$ cat src/b2rng_pkg.sv
// Types, constants and tables shared across the BLAKE2s reseeding generator.
// No dependencies; compiled first.
`timescale 1ns / 1ps

package b2rng_pkg;

	localparam int unsigned WORD_W  = 32;
	localparam int unsigned VEC_N   = 16;
	localparam int unsigned MSG_N   = 16;
	localparam int unsigned CHAIN_N = 8;
	localparam int unsigned CFG_W   = 64;
	localparam int unsigned STEPS   = 160;

	localparam logic [2:0] REG_ID01     = 3'd0;
	localparam logic [2:0] REG_ID23     = 3'd1;
	localparam logic [2:0] REG_ID45     = 3'd2;
	localparam logic [2:0] REG_ID67     = 3'd3;
	localparam logic [2:0] REG_INTERVAL = 3'd4;

	localparam logic [15:0] INTERVAL_RST = 16'd1000;
	localparam logic [31:0] DIGEST_BYTES = 32'd32;
	localparam logic [31:0] BLOCK_BYTES  = 32'd64;
	localparam logic [31:0] PARAM_WORD   = 32'h0101_0000;

	localparam logic [0:0] ACT_ENTROPY  = 1'b0;
	localparam logic [0:0] ACT_GENERATE = 1'b1;
	localparam logic [0:0] ST_OK        = 1'b0;
	localparam logic [0:0] ST_NOT_READY = 1'b1;

	typedef logic [WORD_W-1:0] word_t;
	typedef logic [VEC_N-1:0][WORD_W-1:0] vec_t;
	typedef logic [3:0][WORD_W-1:0] row_t;

	typedef struct packed {
		logic        action;
		logic [31:0] entropy_word;
	} req_t;

	typedef struct packed {
		logic [31:0] random_word;
		logic        last;
		logic        status;
		logic [31:0] reseed_count;
	} rsp_t;

	localparam word_t IV [8] = '{
		32'h6A09E667, 32'hBB67AE85, 32'h3C6EF372, 32'hA54FF53A,
		32'h510E527F, 32'h9B05688C, 32'h1F83D9AB, 32'h5BE0CD19
	};

	localparam logic [3:0] PERM [10][16] = '{
		'{4'd0, 4'd1, 4'd2, 4'd3, 4'd4, 4'd5, 4'd6, 4'd7,
		  4'd8, 4'd9, 4'd10, 4'd11, 4'd12, 4'd13, 4'd14, 4'd15},
		'{4'd14, 4'd10, 4'd4, 4'd8, 4'd9, 4'd15, 4'd13, 4'd6,
		  4'd1, 4'd12, 4'd0, 4'd2, 4'd11, 4'd7, 4'd5, 4'd3},
		'{4'd11, 4'd8, 4'd12, 4'd0, 4'd5, 4'd2, 4'd15, 4'd13,
		  4'd10, 4'd14, 4'd3, 4'd6, 4'd7, 4'd1, 4'd9, 4'd4},
		'{4'd7, 4'd9, 4'd3, 4'd1, 4'd13, 4'd12, 4'd11, 4'd14,
		  4'd2, 4'd6, 4'd5, 4'd10, 4'd4, 4'd0, 4'd15, 4'd8},
		'{4'd9, 4'd0, 4'd5, 4'd7, 4'd2, 4'd4, 4'd10, 4'd15,
		  4'd14, 4'd1, 4'd11, 4'd12, 4'd6, 4'd8, 4'd3, 4'd13},
		'{4'd2, 4'd12, 4'd6, 4'd10, 4'd0, 4'd11, 4'd8, 4'd3,
		  4'd4, 4'd13, 4'd7, 4'd5, 4'd15, 4'd14, 4'd1, 4'd9},
		'{4'd12, 4'd5, 4'd1, 4'd15, 4'd14, 4'd13, 4'd4, 4'd10,
		  4'd0, 4'd7, 4'd6, 4'd3, 4'd9, 4'd2, 4'd8, 4'd11},
		'{4'd13, 4'd11, 4'd7, 4'd14, 4'd12, 4'd1, 4'd3, 4'd9,
		  4'd5, 4'd0, 4'd15, 4'd4, 4'd8, 4'd6, 4'd2, 4'd10},
		'{4'd6, 4'd15, 4'd14, 4'd9, 4'd11, 4'd3, 4'd0, 4'd8,
		  4'd12, 4'd2, 4'd13, 4'd7, 4'd1, 4'd4, 4'd10, 4'd5},
		'{4'd10, 4'd2, 4'd8, 4'd4, 4'd7, 4'd6, 4'd1, 4'd5,
		  4'd15, 4'd11, 4'd9, 4'd14, 4'd3, 4'd12, 4'd13, 4'd0}
	};

	function automatic logic [3:0] msg_sel(input logic [7:0] step);
		logic [3:0] rnd;
		rnd = step[7:4];
		if (rnd < 4'd10) begin
			return PERM[rnd][step[3:0]];
		end
		return 4'd0;
	endfunction

	function automatic word_t init_h(input logic [2:0] i);
		word_t h;
		h = IV[i];
		if (i == 3'd0) begin
			h = h ^ PARAM_WORD ^ DIGEST_BYTES;
		end
		return h;
	endfunction

endpackage

$ cat src/b2rng_if.sv
// Valid/ready channels for request and result words.
// Depends on b2rng_pkg for the payload types.
`timescale 1ns / 1ps

interface b2rng_req_if;
	logic               valid;
	logic               ready;
	b2rng_pkg::req_t    data;
	modport source (output valid, output data, input ready);
	modport sink (input valid, input data, output ready);
endinterface

interface b2rng_rsp_if;
	logic               valid;
	logic               ready;
	b2rng_pkg::rsp_t    data;
	modport source (output valid, output data, input ready);
	modport sink (input valid, input data, output ready);
endinterface

$ cat src/b2rng_ram.sv
// Generic single-port-write, single-port-read RAM with registered read data.
// No dependencies.
`timescale 1ns / 1ps

module b2rng_ram #(
	parameter int unsigned WIDTH = 32,
	parameter int unsigned DEPTH = 16
) (
	input  logic                     clk,
	input  logic                     we,
	input  logic [$clog2(DEPTH)-1:0] waddr,
	input  logic [WIDTH-1:0]         wdata,
	input  logic [$clog2(DEPTH)-1:0] raddr,
	output logic [WIDTH-1:0]         rdata
);
	logic [WIDTH-1:0] mem [DEPTH];

	always_ff @(posedge clk) begin
		if (we) begin
			mem[waddr] <= wdata;
		end
		rdata <= mem[raddr];
	end
endmodule

$ cat src/b2rng_mix.sv
// One half of the BLAKE2s mixing function on fixed vector positions, plus row rotation.
// Depends on b2rng_pkg.
`timescale 1ns / 1ps

module b2rng_mix (
	input  b2rng_pkg::vec_t    v,
	input  b2rng_pkg::word_t   x,
	input  logic [3:0]         step,
	output b2rng_pkg::vec_t    v_next
);
	import b2rng_pkg::*;

	function automatic word_t rotr(input word_t w, input logic [4:0] n);
		return (w >> n) | (w << (6'd32 - {1'b0, n}));
	endfunction

	function automatic row_t rot_row(input row_t r, input logic [1:0] amt);
		row_t o;
		for (int k = 0; k < 4; k++) begin
			o[k] = r[2'(k) + amt];
		end
		return o;
	endfunction

	word_t a, b, c, d;
	logic [4:0] r1, r2;
	logic [2:0] g;
	vec_t mixed;
	row_t row_in [4];
	logic [1:0] amt [4];

	always_comb begin
		g = step[3:1];
		r1 = step[0] ? 5'd8 : 5'd16;
		r2 = step[0] ? 5'd7 : 5'd12;
		a = v[0] + v[4] + x;
		d = rotr(v[12] ^ a, r1);
		c = v[8] + d;
		b = rotr(v[4] ^ c, r2);
		mixed = v;
		mixed[0] = a;
		mixed[4] = b;
		mixed[8] = c;
		mixed[12] = d;
		for (int r = 0; r < 4; r++) begin
			row_in[r] = mixed[4*r +: 4];
			if (!step[0]) begin
				amt[r] = 2'd0;
			end else if (g == 3'd3) begin
				amt[r] = 2'd1 + 2'(r);
			end else if (g == 3'd7) begin
				amt[r] = 2'd1 - 2'(r);
			end else begin
				amt[r] = 2'd1;
			end
			v_next[4*r +: 4] = rot_row(row_in[r], amt[r]);
		end
	end
endmodule

$ cat src/blake2s_reseeding_rng.sv
// BLAKE2s reseeding random generator: top level, sequencer and state memory.
// Depends on b2rng_pkg, b2rng_if, b2rng_ram and b2rng_mix.
//
// req carries words of {action, entropy_word}. An entropy word (action 0)
// is stored and gives no result; eight are needed after reset and after
// every reseed, further ones are dropped. A generate word (action 1)
// hashes the 16-word state held in a 16x32 RAM with one shared half-mixing
// unit: ten rounds (one message word read from the RAM per cycle), a
// write-back of the eight digest words, a step that adds the generation
// count to word 15, then OUTPUT_WORDS result words, one per cycle while
// rsp is free. A generate while entropy is pending gives one not-ready
// word. req is taken only when the sequencer is idle; the last result
// may still sit in the output register while the next word is accepted.
// When rsp stalls the output register holds and the sequencer waits.
// Reset (arst_n low) clears identity words, counters and flags and sets the
// reseed interval to 1000; no clearing pass runs. cfg_we writes register
// cfg_idx (0..3 identity pairs, ignored once seeded; 4 reseed interval).
`timescale 1ns / 1ps

module blake2s_reseeding_rng #(
	parameter int unsigned OUTPUT_WORDS = 4
) (
	input  logic                        clk,
	input  logic                        arst_n,
	input  logic                        cfg_we,
	input  logic [2:0]                  cfg_idx,
	input  logic [b2rng_pkg::CFG_W-1:0] cfg_data,
	b2rng_req_if.sink                   req,
	b2rng_rsp_if.source                 rsp
);
	import b2rng_pkg::*;

	typedef enum logic [2:0] {
		IDLE, RUN, WB, ADDW, EMIT, NRDY
	} state_t;

	state_t      state_q;
	logic [7:0]  step_q;
	logic [2:0]  idx_q;
	logic [3:0]  fill_q;
	logic        seeded_q;
	logic        chain_valid_q;
	logic [15:0] gen_q;
	logic [15:0] interval_q;
	logic [31:0] reseed_q;
	logic [31:0] cnt_q;
	word_t       pre_q [CHAIN_N];
	vec_t        v_q;
	logic [3:0]  addr_s1;
	logic        out_valid_q;
	rsp_t        out_q;

	logic        ram_we;
	logic [3:0]  ram_waddr;
	word_t       ram_wdata;
	logic [3:0]  ram_raddr;
	word_t       ram_rdata;
	word_t       msg_x;
	vec_t        v_mix;
	word_t       dig [CHAIN_N];
	logic [7:0]  step_nx;
	logic [15:0] gen_nx;
	logic        accept;
	logic        slot_free;
	logic        load_out;
	logic [2:0]  last_idx;

	assign last_idx  = 3'(OUTPUT_WORDS - 1);
	assign req.ready = (state_q == IDLE);
	assign accept    = req.valid && req.ready;
	assign slot_free = !out_valid_q || rsp.ready;
	assign load_out  = slot_free && (state_q == EMIT || state_q == NRDY);
	assign rsp.valid = out_valid_q;
	assign rsp.data  = out_q;
	assign step_nx   = step_q + 8'd1;
	assign gen_nx    = gen_q + 16'd1;
	assign msg_x     = (!addr_s1[3] && !chain_valid_q) ? pre_q[addr_s1[2:0]] : ram_rdata;

	always_comb begin
		for (int i = 0; i < CHAIN_N; i++) begin
			dig[i] = init_h(3'(i)) ^ v_q[i] ^ v_q[i+8];
		end
	end

	always_comb begin
		ram_we    = 1'b0;
		ram_waddr = {1'b1, fill_q[2:0]};
		ram_wdata = req.data.entropy_word;
		case (state_q)
			IDLE: begin
				ram_raddr = msg_sel(8'd0);
				ram_we = accept && req.data.action == ACT_ENTROPY && !fill_q[3];
			end
			RUN: ram_raddr = msg_sel(step_nx);
			WB: begin
				ram_raddr = 4'd15;
				ram_we    = 1'b1;
				ram_waddr = {1'b0, idx_q};
				ram_wdata = dig[idx_q];
			end
			ADDW: begin
				ram_raddr = 4'd15;
				ram_we    = 1'b1;
				ram_waddr = 4'd15;
				ram_wdata = ram_rdata + {16'd0, gen_nx};
			end
			default: ram_raddr = 4'd0;
		endcase
	end

	b2rng_ram #(.WIDTH(WORD_W), .DEPTH(MSG_N)) u_state_ram (
		.clk   (clk),
		.we    (ram_we),
		.waddr (ram_waddr),
		.wdata (ram_wdata),
		.raddr (ram_raddr),
		.rdata (ram_rdata)
	);

	b2rng_mix u_mix (
		.v      (v_q),
		.x      (msg_x),
		.step   (step_q[3:0]),
		.v_next (v_mix)
	);

	always_ff @(posedge clk) begin
		addr_s1 <= ram_raddr;
		if (accept) begin
			cnt_q <= reseed_q;
			for (int i = 0; i < CHAIN_N; i++) begin
				v_q[i]   <= init_h(3'(i));
				v_q[i+8] <= (i == 4) ? (IV[4] ^ BLOCK_BYTES) :
				            (i == 6) ? ~IV[6] : IV[i];
			end
		end else if (state_q == RUN) begin
			v_q <= v_mix;
		end
	end

	always_ff @(posedge clk or negedge arst_n) begin
		if (!arst_n) begin
			state_q       <= IDLE;
			step_q        <= '0;
			idx_q         <= '0;
			fill_q        <= '0;
			seeded_q      <= 1'b0;
			chain_valid_q <= 1'b0;
			gen_q         <= '0;
			interval_q    <= INTERVAL_RST;
			reseed_q      <= '0;
			out_valid_q   <= 1'b0;
			out_q         <= '0;
			for (int i = 0; i < CHAIN_N; i++) begin
				pre_q[i] <= '0;
			end
		end else begin
			if (cfg_we) begin
				case (cfg_idx)
					REG_ID01, REG_ID23, REG_ID45, REG_ID67: begin
						if (!seeded_q) begin
							pre_q[{cfg_idx[1:0], 1'b0}] <= cfg_data[31:0];
							pre_q[{cfg_idx[1:0], 1'b1}] <= cfg_data[63:32];
						end
					end
					REG_INTERVAL: interval_q <= cfg_data[15:0];
					default: ;
				endcase
			end
			if (load_out) begin
				out_valid_q <= 1'b1;
			end else if (out_valid_q && rsp.ready) begin
				out_valid_q <= 1'b0;
			end
			case (state_q)
				IDLE: begin
					if (accept) begin
						if (req.data.action == ACT_ENTROPY) begin
							if (!fill_q[3]) begin
								fill_q <= fill_q + 4'd1;
								if (fill_q == 4'd7) begin
									seeded_q <= 1'b1;
								end
							end
						end else if (fill_q[3]) begin
							step_q  <= '0;
							state_q <= RUN;
						end else begin
							state_q <= NRDY;
						end
					end
				end
				RUN: begin
					step_q <= step_nx;
					if (step_q == 8'(STEPS - 1)) begin
						idx_q   <= '0;
						state_q <= WB;
					end
				end
				WB: begin
					idx_q <= idx_q + 3'd1;
					if (idx_q == 3'd7) begin
						state_q <= ADDW;
					end
				end
				ADDW: begin
					chain_valid_q <= 1'b1;
					if (gen_nx == interval_q) begin
						gen_q    <= '0;
						reseed_q <= reseed_q + 32'd1;
						fill_q   <= '0;
					end else begin
						gen_q <= gen_nx;
					end
					idx_q   <= '0;
					state_q <= EMIT;
				end
				EMIT: begin
					if (slot_free) begin
						out_q.random_word  <= dig[idx_q];
						out_q.last         <= (idx_q == last_idx);
						out_q.status       <= ST_OK;
						out_q.reseed_count <= cnt_q;
						idx_q              <= idx_q + 3'd1;
						if (idx_q == last_idx) begin
							state_q <= IDLE;
						end
					end
				end
				NRDY: begin
					if (slot_free) begin
						out_q.random_word  <= '0;
						out_q.last         <= 1'b1;
						out_q.status       <= ST_NOT_READY;
						out_q.reseed_count <= cnt_q;
						state_q            <= IDLE;
					end
				end
				default: state_q <= IDLE;
			endcase
		end
	end

`ifndef SYNTHESIS
	a_chain_after_seed: assert property (@(posedge clk) disable iff (!arst_n)
		chain_valid_q |-> seeded_q) else $error("chain written before seeding");
	a_fill_bound: assert property (@(posedge clk) disable iff (!arst_n)
		fill_q <= 4'd8) else $error("entropy fill index overflow");
	a_hash_needs_fill: assert property (@(posedge clk) disable iff (!arst_n)
		(state_q == RUN) |-> fill_q[3]) else $error("hash started without entropy");
	a_notready_last: assert property (@(posedge clk) disable iff (!arst_n)
		(out_valid_q && out_q.status == ST_NOT_READY) |-> out_q.last)
		else $error("not-ready word not marked last");
`endif
endmodule
$ cat src/flat_wrapper.sv
// flat-port wrapper written by rule: the top's interface ports become plain ports
module blake2s_reseeding_rng_flat import b2rng_pkg::*;
#(
	parameter int unsigned OUTPUT_WORDS = 4
)
  (clk, arst_n, cfg_we, cfg_idx, cfg_data, req_valid, req_data, req_ready, rsp_valid, rsp_data, rsp_ready);
  b2rng_req_if req_i ();
  b2rng_rsp_if rsp_i ();
  input  logic clk;
  input  logic arst_n;
  input  logic cfg_we;
  input  logic [2:0] cfg_idx;
  input  logic [b2rng_pkg::CFG_W-1:0] cfg_data;
  input wire logic [$bits(req_i.valid)-1:0] req_valid;
  input wire logic [$bits(req_i.data)-1:0] req_data;
  output wire logic [$bits(req_i.ready)-1:0] req_ready;
  output wire logic [$bits(rsp_i.valid)-1:0] rsp_valid;
  output wire logic [$bits(rsp_i.data)-1:0] rsp_data;
  input wire logic [$bits(rsp_i.ready)-1:0] rsp_ready;
  assign req_i.valid = req_valid;
  assign req_i.data = req_data;
  assign req_ready = req_i.ready;
  assign rsp_valid = rsp_i.valid;
  assign rsp_data = rsp_i.data;
  assign rsp_i.ready = rsp_ready;
  blake2s_reseeding_rng #(.OUTPUT_WORDS(OUTPUT_WORDS)) u_core (.clk(clk), .arst_n(arst_n), .cfg_we(cfg_we), .cfg_idx(cfg_idx), .cfg_data(cfg_data), .req(req_i), .rsp(rsp_i));
endmodule
$ cat config.mk
export PLATFORM = sky130hd
export DESIGN_NAME = blake2s_reseeding_rng_flat
export DESIGN_NICKNAME = d
export VERILOG_FILES = /design/src/b2rng_pkg.sv /design/src/b2rng_if.sv /design/src/b2rng_ram.sv /design/src/b2rng_mix.sv /design/src/blake2s_reseeding_rng.sv /design/src/flat_wrapper.sv
export SDC_FILE = /design/constraint.sdc
export NUM_CORES = 2
export LEC_CHECK = 0
export BUFFER_PORTS_ARGS = -buffer_cell sky130_fd_sc_hd__clkbuf_2
export CORE_MARGIN = 3
export CORE_UTILIZATION = 45
export CTS_BUF_LIST = sky130_fd_sc_hd__clkbuf_16
export CTS_CLUSTER_DIAMETER = 150
export DETAILED_ROUTE_END_ITERATION = 8
export HOLD_SLACK_MARGIN = 0.08
export PLACE_DENSITY_LB_ADDON = 0.08
export SYNTH_ARGS = -nofsm -noshare
export SYNTH_HDL_FRONTEND = slang
export SYNTH_SLANG_ARGS = --single-unit
$ cat constraint.sdc
create_clock -name clk -period 19.6 [get_ports clk]
set_input_delay 3.92 -clock clk [delete_from_list [all_inputs] [get_ports clk]]
set_output_delay 3.92 -clock clk [all_outputs]
set_load 0.03 [all_outputs]
# Yosys cells after proc, flatten, opt, wreduce, memory -nomap -nowiden
# Memory sizes are Yosys's and may differ from the RTL's. A register that Yosys moved wholly into a read port is not among the register bits.
# Index checks and enable logic that the tools add are counted.
[totals]
output_inout_bits = 68
ramBits = 512
rom_bits = 1024
word_cells = 283
mem_count = 2
inputBits = 105
regBits = 955
[memory_table]
columns = ["name", "depth", "width", "rd", "rd_clocked_by_memory_dff", "write_ports", "line_no", "rtl"]
rows = [
  ["(no name shown)", 16, 64, 1, 0, 0, "b2rng_pkg.sv:78", "return PERM[rnd][step[3:0]];"],
  ["u_core.u_state_ram.mem", 16, 32, 1, 1, 1, "b2rng_ram.sv:16", "logic [WIDTH-1:0] mem [DEPTH];"],
]
[op_classes]
eq_ne = 27
shift = 4
reduce_logical = 33
bitwise = 29
mux = 99
order_cmp = 25
add_sub_neg = 23
[ops]
columns = ["op", "n"]
rows = [
  ["$bmux W32 S2", 16],
  ["$mux W32", 23],
  ["$bwmux W256", 2],
  ["$xor A32 B32 Y32", 10],
  ["$bmux W32 S3", 2],
  ["$demux W32 S3", 2],
  ["$mux W66", 2],
  ["$pmux W66 S2", 1],
  ["$mux W64", 2],
  ["$add A32 B32 Y32", 3],
  ["$or A32 B32 Y32", 2],
  ["$pmux W32 S2", 1],
  ["$shl A32 B6 Y32", 2],
  ["$not A19 Y19", 3],
  ["$lt A2 B3 Y1 const B", 16],
  ["$mux W4", 9],
  ["$add A32 B1 Y32 const B", 1],
  ["$add A32 B16 Y32", 1],
  ["$not A16 Y16", 2],
  ["$shr A32 B4 Y32", 1],
  ["$shr A32 B5 Y32", 1],
  ["$mux W3", 10],
  ["$mux W8", 3],
  ["$pmux W4 S2", 3],
  ["other kinds (48)", 122],
]

# Longest topological paths before layout
[logic_depth]
depth_word = 15
ltp_mapped = 30
mapped_depth_nobuf = 28

# Modules after synthesis
# A second synthesis with hierarchy kept.
[hier_totals]
hier_cells = 7970
area_unflattened_um2 = 79007.0
[by_module_without_submodules]
columns = ["module", "n_inst", "seq_area_each_um2", "cells_each", "area_each_um2"]
rows = [
  ["blake2s_reseeding_rng", 1, 21483.1, 4715, 44692.9],
  ["b2rng_ram", 1, 16015.4, 838, 19854.0],
  ["b2rng_mix", 1, 0.0, 2417, 14460.1],
]

# Worst setup path after synthesis
# No wires, ideal clock.
[synth_timing]
path_type = "register to register"
startpoint = "register u_core.addr_s1[0]"
endpoint = "register u_core.v_q[140] in the netlist's numbering"
path_slack_ns = 11.391
t_required_ns = 19.480
period_less_slack_ns = 8.209
arrival_ns = 8.089
setup_ns = 0.120
path_stages_with_launch = 30
path_buffers = 2
cell_sequence = "dfxtp_1 clkbuf_1 buf_1 mux4_2 mux2i_1 o21ai_0 fa_1 ha_1 fa_1 a211oi_1 o21a_1 o21a_1 o21bai_1 a32oi_1 o21ba_2 nor3_1 o41ai_1 xnor3_1 mux2i_1 ha_1 and3_1 and2_1 a22o_1 o41ai_1 a21boi_0 xnor2_1 o21ai_0 a32oi_1 o21ai_0 a211o_1"
[synth_via]
elab_chain_len = 15
word_cells_on_any_way = 17
classes_between = "add/sub (2); shift (4); mux (6); bitwise (5)"
[synth_lines]
columns = ["element", "line_no", "rtl"]
rows = [
  ["from (decl)", "blake2s_reseeding_rng.sv:49", "logic [3:0] addr_s1;"],
  ["from (signal assigned)", "blake2s_reseeding_rng.sv:128", "addr_s1 <= ram_raddr;"],
  ["$not A3 Y4 (implied by the code) (*)", "blake2s_reseeding_rng.sv:77", "assign msg_x = (!addr_s1[3] && !chain_valid_q) ? pre_q[addr_s1[2:0]] : ram_rdata;"],
  ["$bmux W32 S3 (*)", "blake2s_reseeding_rng.sv:77", ""],
  ["$mux W32 (implied by the code) (*) (2 in series)", "blake2s_reseeding_rng.sv:77", ""],
  ["$mux W32 (*)", "blake2s_reseeding_rng.sv:77", ""],
  ["$add A32 B32 Y32 (*)", "b2rng_mix.sv:36", "a = v[0] + v[4] + x;"],
  ["$xor A32 B32 Y32 (*)", "b2rng_mix.sv:37", "d = rotr(v[12] ^ a, r1);"],
  ["$shl A32 B6 Y32 or $shr A32 B5 Y32 (tied branches)", "b2rng_mix.sv:14", "return (w >> n) | (w << (6'd32 - {1'b0, n}));"],
  ["$or A32 B32 Y32 (*)", "b2rng_mix.sv:14", ""],
  ["$add A32 B32 Y32 (*)", "b2rng_mix.sv:38", "c = v[8] + d;"],
  ["$xor A32 B32 Y32 (*)", "b2rng_mix.sv:39", "b = rotr(v[4] ^ c, r2);"],
  ["$shl A32 B6 Y32 or $shr A32 B4 Y32 (tied branches)", "b2rng_mix.sv:14", ""],
  ["$or A32 B32 Y32 (*)", "b2rng_mix.sv:14", ""],
  ["$bmux W32 S2 (*)", "b2rng_mix.sv:20", "o[k] = r[2'(k) + amt];"],
  ["$mux W32 (implied by the code) (*)", "b2rng_mix.sv:20", ""],
  ["to (signal, indexed assignment)", "blake2s_reseeding_rng.sv:132", "v_q[i] <= init_h(3'(i));"],
  ["to (signal, indexed assignment)", "blake2s_reseeding_rng.sv:133", "v_q[i+8] <= (i == 4) ? (IV[4] ^ BLOCK_BYTES) :"],
  ["to (signal assigned)", "blake2s_reseeding_rng.sv:137", "v_q <= v_mix;"],
  ["to (decl)", "blake2s_reseeding_rng.sv:48", "vec_t v_q;"],
]
# Every way passes the cells marked *; elsewhere a longest branch is shown, timed or not. The select of a mux whose other input is x is not followed.
# A chain may end at the register's enable or synchronous reset.

# Final worst setup path
[layout_timing]
startpoint = "register u_core.addr_s1[0]"
endpoint = "register u_core.v_q[146] in the netlist's numbering"
# Same word-level chain as after synthesis.

==> summary.txt <==
Run status
  – Status: completed

Clocking
  – H-tree depth: 4
  – # hold bufs at CTS: 0
  – CTS tree: built
  – CTS Buf Count: 167
  – Total setup buffers inserted after CTS: 0
  – CTS Sinks: 1499
  – Clock Tree Buf Depth: 3
  – CTS clk-pin slew, worst paths: 0.06 ns
  – CTS root buf: clkbuf_16
  – CTS-repair resized insts: 0
  – Clk Latency, worst-skew pair: 0.85 ns

Route
  – DRC: 0
  – Vias per inst: 6.31
  – Via count: 61042
  – Final ANT Viol Nets: 0
  – Final WL: 287000 µm
  – Starting DRC count in detailed routing: 7074
  – First drt pass iteration count: 7
  – Avg WL per Cell: 29.7 µm

Global route
  – Global-route wire length before repair: 414000 µm
  – Vias in the first global route: 57215
  – Pin count of the biggest net entering global routing: 194
  – Antenna violations before repair: 25
  – Total gr overflow: 0
  – GRT Overall Usage: 32.3%

Synthesis
  – Async SR Flop Fraction: 27.2%
  – Syn_area_per_cell: 10.3 µm²
  – Top cells by area, synth: edfxtp_1 (21%), dfxtp_1 (14%), dfrtp_1 (13%)
  – Post-Syn Instances: 7379
  – Mapped Nets: 7611
  – Synthesis warning total: 0
  – Cell taking the most area after synthesis: edfxtp_1
  – Most instantiated library cell after synthesis: nand2_1
  – Synth Register Bits: 1499
  – Post-synth top cells: nand2_1 (1066), a21oi_1 (573), dfxtp_1 (548), edfxtp_1 (544), o21ai_0 (491)
  – Synth Flop Type: dfxtp_1
  – Syn Std Cell Area: 76100 µm²
  – Distinct cells, synth: 105
  – EDFF count, synth: 544
  – Register area share after synthesis: 49.3%
  – Synth top area share: 21.5%

STA
  – Setup TNS Final: 0 ns
  – RSZ-0062 raised after global routing: no
  – Final Skew: 0.0450 ns
  – Fin crit share: 53.4%
  – Max Clk Rate: 95.5 MHz
  – Worst-Margin Slew: 1.44 ns
  – Final setup margin: 9.13 ns
  – Pins Over Slew Limit: 0
  – Final setup viols: 0
  – Headroom to the max-slew limit: 3.84%
  – Final hold vios: 0
  – Min Clock Period, post-route: 10.47 ns

Cells and area
  – # nets final: 7538
  – Synth-to-Final Area Change: 11.0%
  – Layout cells sized above 1: 15.0%

Die
  – Core Rows: 150
  – Num ports: 173
  – Die X: 417 µm
  – Initial core utilization: 45.4%
  – Core area: 168000 µm²
  – Total die area: 174000 µm²
  – Die Y-Extent: 417 µm

Placed design
  – DPL Wire Length: 190000 µm
  – Input/output buffers: 172
  – Pre-CTS setup slack: 9.39 ns
  – GPL Wtd Cong: 0.980

Setup path
  – Reg2Reg Setup Slack: 9.13 ns
  – Worst Path Max Fanout: 44
  – Worst Setup SP: u_core.addr_s1[0]
  – Crit path DAT: 11.13 ns
  – Slowest cell on crit path: o41ai_1
  – Critical path endpoint category: flip-flop
  – Type of origin of the critical path: flip-flop
  – CP max stage delay: 0.80 ns
  – Cell mode on critical path: o21a_1
  – Critical path class: reg2reg
  – R2r endpoint: u_core.v_q[146]
  – Critical Path RT: 20.26 ns
  – FF-to-FF path depth: 28
  – R2R Path Start: u_core.addr_s1[0]

Min path
  – Hold Crit Start: u_core.cnt_q[24]
  – Hold path cells: 2
  – Worst Hold Path EP: u_core.rsp.data[24]
  – Hold crit path type: reg2reg

Job
  – Max-cap violation count: 0
[cells by family after synthesis]
family          share of synthesized area (%)
simple gates                             12.5
fa+ha+maj                                2.42
flops                                    49.3
mux                                      11.2
xor+xnor                                 5.76
compound gates                           15.5
buf+inv                                  3.29
[sequential cells by signal (all words and copies together) (netlist names), 8 cells and up]
register,flops
u_core.reseed_q,32
u_core.u_state_ram.mem,512
u_core.cnt_q,32
u_core.pre_q,256
u_core.step_q,8
u_core.rsp.data,66
u_core.u_state_ram.rdata,32
u_core.gen_q,16
u_core.interval_q,16
u_core.v_q,512
[cell type report]
type / instances / area (µm²)
multi-input combinational: 5245 / 36400
antenna: 19 / 47.5
timing repair buffer: 328 / 2120
clock buffer: 170 / 4250
fill: 15244 / 83200
inverter: 65 / 263
clock inverter: 137 / 1080
sequential: 1499 / 37500
tap: 2204 / 2760
[metrics by stage]
step	area (µm²)	hold slack, ns	cells	util (%)
after CTS	84400	0.439	9648	50.4
after floorplan	76100	0.415	7379	-
after global routing	84400	0.450	9650	50.4
final	84400	0.437	9667	50.4
after global placement	79100	0.418	9341	47.2
after detailed placement	79100	0.425	9341	47.2
[routing by layer]
metal  GRT usage [%]  vias to the layer above  part of all wire (%)
met2            47.4                     2873                    43
met5               0                        -                 0.018
met3            6.60                      581                   8.7
met4            17.0                        8                   5.8
li1                -                    26914                     -
met1            44.9                    30666                    42
[cell usage in the layout (no fill, tap or decap), drive strengths merged, types with 213 or more instances in the layout]
cell type and count:
nand2 1068, a21oi 575, dfxtp 548, edfxtp 544, o21ai 501, dfrtp 401
nand3 377, nor2 360, clkbuf 341, mux2 332, xor2 217, xnor2 213
[worst max path at each step]
| stage | slack, ns | endpoint | depth (start not counted) |
|---|---|---|---|
| after global routing | 8.50 | u_core.v_q[146] | 28 |
| after global placement | 9.59 | u_core.v_q[140] | 28 |
| final | 9.13 | u_core.v_q[146] | 28 |
| after detailed placement | 9.39 | u_core.v_q[146] | 28 |
| after CTS | 9.32 | u_core.v_q[146] | 28 |
| after floorplan | 11.39 | u_core.v_q[140] | 29 |
[worst max-delay path: cells and delay by family (launching register included)]
kind / cells / cell delay, ns
adders and majority gates: 4 / 1.62
buffers and inverters: 1 / 0.77
AOI/OAI and AO/OA: 13 / 4.19
xor gates and xnor gates: 3 / 1.47
and+or+nand+nor: 4 / 0.67
DFF: 1 / 0.62
muxes: 3 / 0.88
Power is not shown: default switching activity piles up to over one toggle a cycle in this logic, so the estimate is an artifact.
